**src/rtl/adc_event_word_decoder_unit_assert.svh**
```systemverilog
// ----------------------------------------------------------------------------
// ADC event word decoder assertion macros
// Shared concurrent check forms, clocked on aclk and disabled in reset.
// ----------------------------------------------------------------------------
`ifndef ADC_EVENT_WORD_DECODER_UNIT_ASSERT_SVH
`define ADC_EVENT_WORD_DECODER_UNIT_ASSERT_SVH

// Condition holds at every edge out of reset.
`define AEWD_CHECK(label, cond, msg) \
    label: assert property (@(posedge aclk) disable iff (!aresetn) (cond)) \
        else $error(msg);

// Consequent holds in the same cycle as the antecedent.
`define AEWD_CHECK_IMP(label, ante, cons, msg) \
    label: assert property (@(posedge aclk) disable iff (!aresetn) (ante) |-> (cons)) \
        else $error(msg);

// Consequent holds in the cycle after the antecedent.
`define AEWD_CHECK_NEXT(label, ante, cons, msg) \
    label: assert property (@(posedge aclk) disable iff (!aresetn) (ante) |=> (cons)) \
        else $error(msg);

`endif

```
**src/rtl/aewd_pkg.sv**
```systemverilog
// ----------------------------------------------------------------------------
// aewd_pkg
// Field layout, word type codes, sequencer states and shared adder request.
// ----------------------------------------------------------------------------
package aewd_pkg;

    localparam int WORD_W   = 32;
    localparam int KIND_W   = 3;
    localparam int KIND_LSB = 24;
    localparam int MAG_W    = 12;
    localparam int SIGN_POS = 13;
    localparam int CHAN_LSB = 17;
    localparam int CHAN_W   = 4;
    localparam int VALUE_W  = 13;
    localparam int COUNT_W  = 24;
    localparam int ENTRY_W  = CHAN_W + VALUE_W;
    localparam int TDATA_W  = 48;
    localparam int ALU_W    = VALUE_W;

    typedef logic [KIND_W-1:0] kind_t;

    localparam kind_t KIND_DATA   = 3'd0;
    localparam kind_t KIND_HEADER = 3'd2;
    localparam kind_t KIND_END    = 3'd4;

    typedef enum logic [2:0] {
        S_IDLE,
        S_DECODE,
        S_BUMP,
        S_READ,
        S_EMIT
    } state_t;

    // Request to the shared adder: result = (invert ? ~operand : operand) + carry
    typedef struct packed {
        logic [ALU_W-1:0] operand;
        logic             invert;
        logic             carry;
    } alu_req_t;

endpackage

```
**src/rtl/adc_event_word_decoder_unit.sv**
```systemverilog
// ----------------------------------------------------------------------------
// adc_event_word_decoder_unit - ADC event buffer word decoder
// Steps from transfer to transfer: decode, idle for header, ignored and dropped data words;
// decode, fill advance, idle for a stored data word. End of block: decode, read and emit
// per entry, idle. First entry is on m_tvalid after read and emit; output stalls hold emit.
// One word in flight at a time; the shared adder and the single store read port set the pace.
// Reset: synchronous active-low aresetn empties the buffer count and overflow flag.
// ----------------------------------------------------------------------------
`include "adc_event_word_decoder_unit_assert.svh"

module adc_event_word_decoder_unit
    import aewd_pkg::*;
#(
    parameter int MAX_ENTRIES = 16
) (
    input  logic               aclk,
    input  logic               aresetn,
    // Input word stream
    input  logic               s_tvalid,
    output logic               s_tready,
    input  logic [WORD_W-1:0]  s_tdata,   // [31:0] word
    // Decoded entry stream
    output logic               m_tvalid,
    input  logic               m_tready,
    output logic [TDATA_W-1:0] m_tdata,   // [3:0] entry_channel, [16:4] adc_value,
                                          // [40:17] event_count, [47:41] zero
    output logic [0:0]         m_tuser,   // [0] dropped_data
    output logic               m_tlast    // last_entry
);

    // Fill counter must hold MAX_ENTRIES itself; store address covers the entries.
    localparam int FILL_W = $clog2(MAX_ENTRIES + 1);
    localparam int ADDR_W = (MAX_ENTRIES > 1) ? $clog2(MAX_ENTRIES) : 1;

    // ------------------------------------------------------------------
    // Registers
    // ------------------------------------------------------------------
    state_t               state_reg,    state_next;
    logic [WORD_W-1:0]    word_reg,     word_next;
    logic [FILL_W-1:0]    fill_reg,     fill_next;
    logic                 overflow_reg, overflow_next;
    logic [FILL_W-1:0]    idx_reg,      idx_next;
    logic                 m_tvalid_reg, m_tvalid_next;
    logic [TDATA_W-1:0]   m_tdata_reg,  m_tdata_next;
    logic                 m_tuser_reg,  m_tuser_next;
    logic                 m_tlast_reg,  m_tlast_next;

    // ------------------------------------------------------------------
    // Datapath nets
    // ------------------------------------------------------------------
    kind_t                kind;
    logic                 buf_full;
    logic                 buf_empty;
    logic                 out_free;
    logic                 last_entry;
    alu_req_t             alu_req;
    logic [ALU_W-1:0]     alu_sum;
    logic                 wr_en;
    logic [ENTRY_W-1:0]   wr_data;
    logic                 rd_en;
    logic [ENTRY_W-1:0]   rd_data;

    assign kind      = word_reg[KIND_LSB +: KIND_W];
    assign buf_full  = (fill_reg == FILL_W'(MAX_ENTRIES));
    assign buf_empty = (fill_reg == '0);
    // Output register can take a new entry when empty or draining this cycle.
    assign out_free  = !m_tvalid_reg || m_tready;
    // While emitting, the adder holds idx + 1; a match with the fill ends the block.
    assign last_entry = (alu_sum[FILL_W-1:0] == fill_reg);

    assign s_tready = (state_reg == S_IDLE);
    assign m_tvalid = m_tvalid_reg;
    assign m_tdata  = m_tdata_reg;
    assign m_tuser  = m_tuser_reg;
    assign m_tlast  = m_tlast_reg;

    // ------------------------------------------------------------------
    // Shared adder and entry buffer
    // ------------------------------------------------------------------
    aewd_alu u_alu (
        .req (alu_req),
        .sum (alu_sum)
    );

    aewd_store #(
        .DEPTH  (MAX_ENTRIES),
        .ADDR_W (ADDR_W)
    ) u_store (
        .aclk    (aclk),
        .wr_en   (wr_en),
        .wr_addr (fill_reg[ADDR_W-1:0]),
        .wr_data (wr_data),
        .rd_en   (rd_en),
        .rd_addr (idx_reg[ADDR_W-1:0]),
        .rd_data (rd_data)
    );

    // ------------------------------------------------------------------
    // Sequencer: next state
    // ------------------------------------------------------------------
    always_comb begin
        state_next = state_reg;
        case (state_reg)
            S_IDLE: begin
                if (s_tvalid) begin
                    state_next = S_DECODE;
                end
            end
            S_DECODE: begin
                case (kind)
                    KIND_DATA:   state_next = buf_full ? S_IDLE : S_BUMP;
                    KIND_END:    state_next = buf_empty ? S_IDLE : S_READ;
                    default:     state_next = S_IDLE;
                endcase
            end
            S_BUMP: begin
                state_next = S_IDLE;
            end
            S_READ: begin
                state_next = S_EMIT;
            end
            S_EMIT: begin
                if (out_free) begin
                    state_next = last_entry ? S_IDLE : S_READ;
                end
            end
            default: begin
                state_next = S_IDLE;
            end
        endcase
    end

    // ------------------------------------------------------------------
    // Sequencer: datapath controls and register updates
    // ------------------------------------------------------------------
    always_comb begin
        word_next     = word_reg;
        fill_next     = fill_reg;
        overflow_next = overflow_reg;
        idx_next      = idx_reg;
        m_tvalid_next = m_tvalid_reg && !m_tready;
        m_tdata_next  = m_tdata_reg;
        m_tuser_next  = m_tuser_reg;
        m_tlast_next  = m_tlast_reg;
        alu_req       = '0;
        wr_en         = 1'b0;
        wr_data       = {word_reg[CHAN_LSB +: CHAN_W], alu_sum};
        rd_en         = 1'b0;

        case (state_reg)
            S_IDLE: begin
                // Capture the word; it only counts once s_tvalid moves us on.
                word_next = s_tdata;
            end
            S_DECODE: begin
                case (kind)
                    KIND_HEADER: begin
                        // Open a new block: drop whatever was stored.
                        fill_next     = '0;
                        overflow_next = 1'b0;
                    end
                    KIND_DATA: begin
                        if (buf_full) begin
                            overflow_next = 1'b1;
                        end else begin
                            // Negate through the adder when the sign bit is set.
                            alu_req.operand = ALU_W'(word_reg[MAG_W-1:0]);
                            alu_req.invert  = word_reg[SIGN_POS];
                            alu_req.carry   = word_reg[SIGN_POS];
                            wr_en           = 1'b1;
                        end
                    end
                    KIND_END: begin
                        if (buf_empty) begin
                            overflow_next = 1'b0;
                        end else begin
                            idx_next = '0;
                        end
                    end
                    default: begin
                    end
                endcase
            end
            S_BUMP: begin
                // Advance the fill count behind the entry just written.
                alu_req.operand = ALU_W'(fill_reg);
                alu_req.carry   = 1'b1;
                fill_next       = alu_sum[FILL_W-1:0];
            end
            S_READ: begin
                rd_en = 1'b1;
            end
            S_EMIT: begin
                alu_req.operand = ALU_W'(idx_reg);
                alu_req.carry   = 1'b1;
                if (out_free) begin
                    m_tvalid_next                              = 1'b1;
                    m_tdata_next                               = '0;
                    m_tdata_next[CHAN_W-1:0]                   = rd_data[ENTRY_W-1 -: CHAN_W];
                    m_tdata_next[CHAN_W +: VALUE_W]            = rd_data[VALUE_W-1:0];
                    m_tdata_next[CHAN_W + VALUE_W +: COUNT_W]  = word_reg[COUNT_W-1:0];
                    m_tuser_next                               = overflow_reg;
                    m_tlast_next                               = last_entry;
                    idx_next                                   = alu_sum[FILL_W-1:0];
                    if (last_entry) begin
                        // Block drained: the next block starts empty.
                        fill_next     = '0;
                        overflow_next = 1'b0;
                    end
                end
            end
            default: begin
            end
        endcase
    end

    // ------------------------------------------------------------------
    // Register bank
    // ------------------------------------------------------------------
    always_ff @(posedge aclk) begin
        if (!aresetn) begin
            state_reg    <= S_IDLE;
            fill_reg     <= '0;
            overflow_reg <= 1'b0;
            idx_reg      <= '0;
            m_tvalid_reg <= 1'b0;
        end else begin
            state_reg    <= state_next;
            fill_reg     <= fill_next;
            overflow_reg <= overflow_next;
            idx_reg      <= idx_next;
            m_tvalid_reg <= m_tvalid_next;
        end
        word_reg    <= word_next;
        m_tdata_reg <= m_tdata_next;
        m_tuser_reg <= m_tuser_next;
        m_tlast_reg <= m_tlast_next;
    end

    // ------------------------------------------------------------------
    // Checks
    // ------------------------------------------------------------------
    `AEWD_CHECK(a_fill_bound, fill_reg <= FILL_W'(MAX_ENTRIES), "fill count beyond capacity")
    `AEWD_CHECK_NEXT(a_one_word, s_tvalid && s_tready, !s_tready, "second word taken while busy")
    `AEWD_CHECK_IMP(a_read_in_range, state_reg == S_READ, idx_reg < fill_reg, "read past fill")
    `AEWD_CHECK_NEXT(a_drain_clears, state_reg == S_EMIT && out_free && last_entry, fill_reg == '0 && !overflow_reg, "block not cleared after last entry")

endmodule

```
**src/rtl/aewd_alu.sv**
```systemverilog
// ----------------------------------------------------------------------------
// aewd_alu
// Shared adder: negates magnitudes and advances the fill and drain counters.
// ----------------------------------------------------------------------------
module aewd_alu
    import aewd_pkg::*;
(
    input  alu_req_t         req,
    output logic [ALU_W-1:0] sum
);

    logic [ALU_W-1:0] addend;

    assign addend = req.invert ? ~req.operand : req.operand;
    assign sum    = addend + ALU_W'(req.carry);

endmodule

```
**src/rtl/aewd_store.sv**
```systemverilog
// ----------------------------------------------------------------------------
// aewd_store
// Entry buffer: one write port, one read port with registered read data.
// ----------------------------------------------------------------------------
module aewd_store
    import aewd_pkg::*;
#(
    parameter int DEPTH  = 16,
    parameter int ADDR_W = 4
) (
    input  logic               aclk,
    input  logic               wr_en,
    input  logic [ADDR_W-1:0]  wr_addr,
    input  logic [ENTRY_W-1:0] wr_data,
    input  logic               rd_en,
    input  logic [ADDR_W-1:0]  rd_addr,
    output logic [ENTRY_W-1:0] rd_data
);

    logic [ENTRY_W-1:0] mem [DEPTH];
    logic [ENTRY_W-1:0] rd_data_reg;

    always_ff @(posedge aclk) begin
        if (wr_en) begin
            mem[wr_addr] <= wr_data;
        end
        if (rd_en) begin
            rd_data_reg <= mem[rd_addr];
        end
    end

    assign rd_data = rd_data_reg;

endmodule
```
**config.mk**
```make
export PLATFORM = sky130hd
export DESIGN_NAME = adc_event_word_decoder_unit
export DESIGN_NICKNAME = d
export VERILOG_FILES = /design/src/rtl/aewd_pkg.sv /design/src/rtl/adc_event_word_decoder_unit.sv /design/src/rtl/aewd_alu.sv /design/src/rtl/aewd_store.sv
export VERILOG_INCLUDE_DIRS = /design/src /design/src/rtl
export SDC_FILE = /design/constraint.sdc
export NUM_CORES = 1
export LEC_CHECK = 0
export ABC_CLOCK_PERIOD_IN_PS = 10600
export CORE_MARGIN = 2
export CORE_UTILIZATION = 50
export DETAILED_ROUTE_END_ITERATION = 8
export DONT_BUFFER_PORTS = 1
export SYNTH_ARGS = -nofsm -noshare
export SYNTH_HDL_FRONTEND = slang
export SYNTH_SLANG_ARGS = --single-unit
```
**constraint.sdc**
```tcl
create_clock -name aclk -period 10.6 [get_ports aclk]
set_clock_uncertainty 0.1 [all_clocks]
set_input_delay 1.06 -clock aclk [delete_from_list [all_inputs] [get_ports aclk]]
set_output_delay 1.06 -clock aclk [all_outputs]
set_load 0.01 [all_outputs]
```
After elaboration in Yosys (flattened, before gate mapping)
Memories as Yosys holds them, arrays and structs flattened. A register that Yosys moved wholly into a read port is not among the register bits.
Cells that the tools add are included.

storage, ports and cells
  register bits after elaboration = 85
  bits in latches = 0
  memory bits (writable) = 272
  memory bits (read-only) = 0
  output and inout bits = 52
  memories = 1

operators by class
  add/sub/neg operators = 1
  multipliers = 0
  div/mod/pow operators = 0
  order comparisons = 0
  eq/ne operators = 17
  shift-type cells = 0
  mux-type cells = 35
  bitwise operators = 1
  reduce and logical (&&, ||, !) cells = 15

memories
  memory       words  bits a word  read ports  clocked after Yosys merged registers in  write ports  line              text
  u_store.mem  16     17           1           1                                        1            aewd_store.sv:20  logic [ENTRY_W-1:0] mem [DEPTH];

operators by type and width
  operator                                                                 count
  13-bit case mux with 3 select lines                                      1
  5-bit two-way mux                                                        6
  14-bit two-way mux                                                       2
  5-bit case mux with 3 select lines                                       1
  13-bit by 1-bit adder with 13-bit output                                 1
  1-bit two-way mux                                                        13
  13-bit two-way mux                                                       1
  13-bit NOT                                                               1
  3-bit case mux with 4 select lines                                       1
  5-bit case mux with 2 select lines                                       1
  3-bit by 2-bit == test with 1-bit output, second input constant          3
  2-bit inequality test, second input constant                             4
  4-bit AND reduction                                                      2
  3-bit == test, second input constant                                     2
  3-bit zero test                                                          2
  2-bit two-way mux                                                        3
  3-bit two-way mux                                                        2
  3-bit inequality test, second input constant                             2
  6-bit AND reduction                                                      1
  5-bit == test                                                            1
  5-bit == test, second input constant                                     1
  5-bit zero test                                                          1
  2-bit by 1-bit inequality test with 1-bit output, second input constant  2
  4-bit by 1-bit inequality test with 1-bit output, second input constant  1
  other kinds (11)                                                         14

Logic depth before layout (Yosys ltp)
  depth after elaboration = 11
  depth in mapped cells = 14

Modules after synthesis
Synthesis repeated with hierarchy kept, for this count alone.

second synthesis, totals
  cells, all modules = 756
  area total of the unflattened synthesis = 14654.1 sq um

modules (own cells, without submodules)
  module                       instances  cells each  area an instance (sq um)  seq. area each (sq um)
  aewd_store                   1          458         10807.9                   8678.3
  adc_event_word_decoder_unit  1          213         3201.8                    2402.3
  aewd_alu                     1          85          644.4                     0.0

Least setup slack after synthesis
Ideal clock, no wire load.

  path type = reg2reg
  from = register state_reg[1]
  to = memory u_store.mem[0][12] (netlist name) (data pin)
  library setup time = 277 ps
  arrival time = 4206 ps
  required time = 10223 ps
  setup slack = 6017 ps
  stages on the path, launching flop included = 9
  path buffers = 1
  path through = dfxtp_1 -> clkbuf_1 -> nor3_1 -> o31ai_1 -> a221oi_1 -> a21boi_1 -> nand4_1 -> mux2i_1 -> nor2_1

between the ends
  longest elaborated chain between the ends = 5
  elaborated cells between the ends (all ways) = 10

RTL lines
  item                                         line                                text
  start: declaration                           adc_event_word_decoder_unit.sv:38   state_t state_reg, state_next;
  start signal: assignment                     adc_event_word_decoder_unit.sv:228  state_reg <= state_next;
  3-bit == test, or another cell as far along  adc_event_word_decoder_unit.sv:150  case (state_reg)
  13-bit case mux with 3 select lines          adc_event_word_decoder_unit.sv:150
  13-bit NOT                                   aewd_alu.sv:14                      assign addend = req.invert ? ~req.operand : req.operand;
  13-bit two-way mux                           aewd_alu.sv:14
  13-bit by 1-bit adder with 13-bit output *   aewd_alu.sv:15                      assign sum = addend + ALU_W'(req.carry);
  net alu_sum[12]                              adc_event_word_decoder_unit.sv:57   logic [ALU_W-1:0] alu_sum;
  end: declaration                             aewd_store.sv:20

Mark *: on every way through the listed nets, which the timed path passes. The rest lies on a longest branch.

Final worst setup path
  from = register state_reg[0]
  to = memory u_store.mem[9][6] (netlist name) (data pin)

The elaborated chain is that of the path after synthesis.

==> out/results.tsv <==
metric	value	unit
coreArea	0.0288	mm2
timing.rr.start	state_reg[0]	
post_dp_cell_area	0.0152	mm2
hp-class	register to register	
ios	88	
diodes	0	
ys_warn_count	0	
dr.pass1.iters	4	
async_flop_share	0	%
grtUsageTotal	19.7	%
worst-setup-path-type	register to register	
synth_seq_cells	374	
leakage	5.46	nW
syn-instance-count	710	
synth_area_leader_cell	edfxtp_1	
worstHoldPathCells	0	
ys.flop_type	edfxtp_1	
largest_reg_flops	272	
mostFrequentLayoutCells	edfxtp_1 (359), mux4_2 (85), clkbuf_16 (40)	
via_per_inst	5.95	
dr.first_iter.drc_count	579	
fill_cells	2120	
cts_setup_buffers	0	
worstPathRequired	10.66	ns
grt_max_degree	71	
setup_tns	0	ns
fmax	202	MHz
worst_slew_pin_slew	1.30	ns
cts_root_buffer	clkbuf_16	
fin_util	57.1	%
start_kind	register	
gp_congestion	0.842	
cts.clk_slew.worst_paths	0.06	ns
top_usage_layer	met2	
slew_headroom	12.9	%
final_area	0.0164	mm2
regToRegEndpoint	u_store.mem[9][6]	
antenna_found_initial	0	
final_hold_viol_count	0	
switching_power	0.000582	W
crit_fanout	21	
final_common_cell	edfxtp_1	
ys_top_cells_by_area	edfxtp_1 (74%), mux4_2 (13%), dfxtp_1 (2.0%), xnor2_1 (0.84%), nor2_1 (0.77%)	
clock_latency	0.52	ns
gr-total-overflow	0	
min_from	u_store.rd_data[9]	
power_frac_seq	54.6	%
drt_wl_total	29300	um
period_share	46.8	%
syn-cell-area	0.0147	mm2
synth.top_cell.area_share	73.6	%
peakVddDrop	0.127	mV
io_buffers	0	
endpoint_kind	register	
final_nets	779	
dieHeight	175	um
p_int	0.00242	W
setup_viol	0	
synth_edf_count	359	
syn_avg_cell_area	20.6	um2
detail_route.drc_violations	0	
status	complete, no violations	
use_met3	3.68	%
use_met1	26.2	%
rrSetupSlack	5.64	ns
wl_per_cell	25.4	um
cap_violations	0	
cts_htree_levels	2	
drive_gt1_share	25.4	%
hold_buffers	0	
start_util	50.9	%
area_growth	12.2	%
via_count	6864	
pwr-share-comb	1.2	%
reg2reg_depth	10	
powerDensity	183	mW/mm2
synthDistinctLibCells	64	
grt_pass1_vias	7261	
rsz0062_at_grt	no	
grt_first_pass_wirelength	44200	um
cts_made_buffers	39	
ctsLongestPathBuffers	3	
min_period	4.96	ns
cts_tree	yes	
clock_power_share	44.2	%
rows	62	
die_w	175	um
p_sw_share	19.4	%
dpl.hpwl	16700	um
cts.sinks	374	
arrival	5.02	ns
min_to	m_tdata[13]	
dieArea	0.0307	mm2
ctsResizeCount	0	
finalMaxSlewViolations	0	
antenna_left	0	
yosysSeqAreaShare	75.6	%
grt.met2_usage	33.8	%
## Yosys cell counts, types with 8 or more instances
master and count:
nor2_1 30, clkbuf_1 20, nor2b_1 8, mux4_2 85, dfxtp_1 15, xnor2_1 14, a22oi_1 13, nand2_1 19
o21ai_0 10, edfxtp_1 359, nor3_1 9, buf_1 8
## cells by family after synthesis
| logic type | count (synthesis) | synth area share (%) |
|---|---|---|
| compound gates | 69 | 3.74 |
| xor+xnor | 17 | 1.21 |
| fa+ha+maj | 2 | 0.171 |
| buf+inv | 46 | 1.46 |
| flops | 374 | 75.6 |
| mux | 88 | 13.3 |
| other cells | 1 | 0.0256 |
| simple gates | 113 | 4.48 |
## per-stage QoR
| stage | setup slack (ns) | power, W | hold WS [ns] | instances |
|---|---|---|---|---|
| 2_1_floorplan | 6.02 | 0.00170 | 0.300 | 716 |
| 3_3_place_gp | 5.89 | 0.00171 | 0.301 | 1084 |
| 3_5_place_dp | 5.62 | 0.00171 | 0.305 | 1084 |
| 4_1_cts | 5.61 | 0.00303 | 0.320 | 1153 |
| 5_1_grt | 5.28 | 0.00310 | 0.323 | 1153 |
| 6_report | 5.64 | 0.00301 | 0.317 | 1153 |
## power groups by stage
stage / Combinational, W / Clock [W] / Sequential (W)
floorplan: 0.0000332 / 0 / 0.00166
global placement: 0.0000356 / 0 / 0.00167
detailed placement: 0.0000368 / 0 / 0.00167
CTS: 0.0000370 / 0.00136 / 0.00164
global route: 0.0000410 / 0.00141 / 0.00164
finish: 0.0000372 / 0.00133 / 0.00164
## layer usage
| metal | part of all wire [%] | vias up | routed length (um) |
|---|---|---|---|
| li1 | - | 2999 | - |
| met1 | 42 | 3616 | 12400 |
| met2 | 51 | 212 | 15000 |
| met3 | 4.9 | 37 | 1430 |
| met4 | 1.7 | 0 | 487 |
| met5 | 0 | - | 0 |
## layout make-up
class                   count  area, um2  area share, %
clock buffers              42       1010           6.13
well taps                 384        480           2.92
inverters                   4       15.0         0.0913
repair buffers             26        195           1.19
clock inverters            27        250           1.52
multi-input cells         296       3400           20.7
flip-flops and latches    374      11100           67.4
## worst max-delay path by stage
stage                    endpoint  slack, ns    startpoint
2_1_floorplan  u_store.mem[0][12]       6.02  state_reg[1]
3_3_place_gp    u_store.mem[0][8]       5.89  state_reg[0]
3_5_place_dp    u_store.mem[0][8]       5.62  state_reg[0]
4_1_cts         u_store.mem[2][8]       5.61  state_reg[0]
5_1_grt         u_store.mem[9][6]       5.28  state_reg[0]
6_report        u_store.mem[9][6]       5.64  state_reg[0]
## critical path: stages, from the launching register on
cell,delay [ns]
dfxtp_1,0.80
or4b_4,0.57
a2111oi_4,0.77
a31oi_1,0.19
ha_1,0.29
ha_1,0.27
inv_1,0.09
nor2_1,0.09
nand3_1,0.15
mux2i_1,0.30
mux2i_1,0.96
No activity file was read; power rests on OpenSTA's default activity.
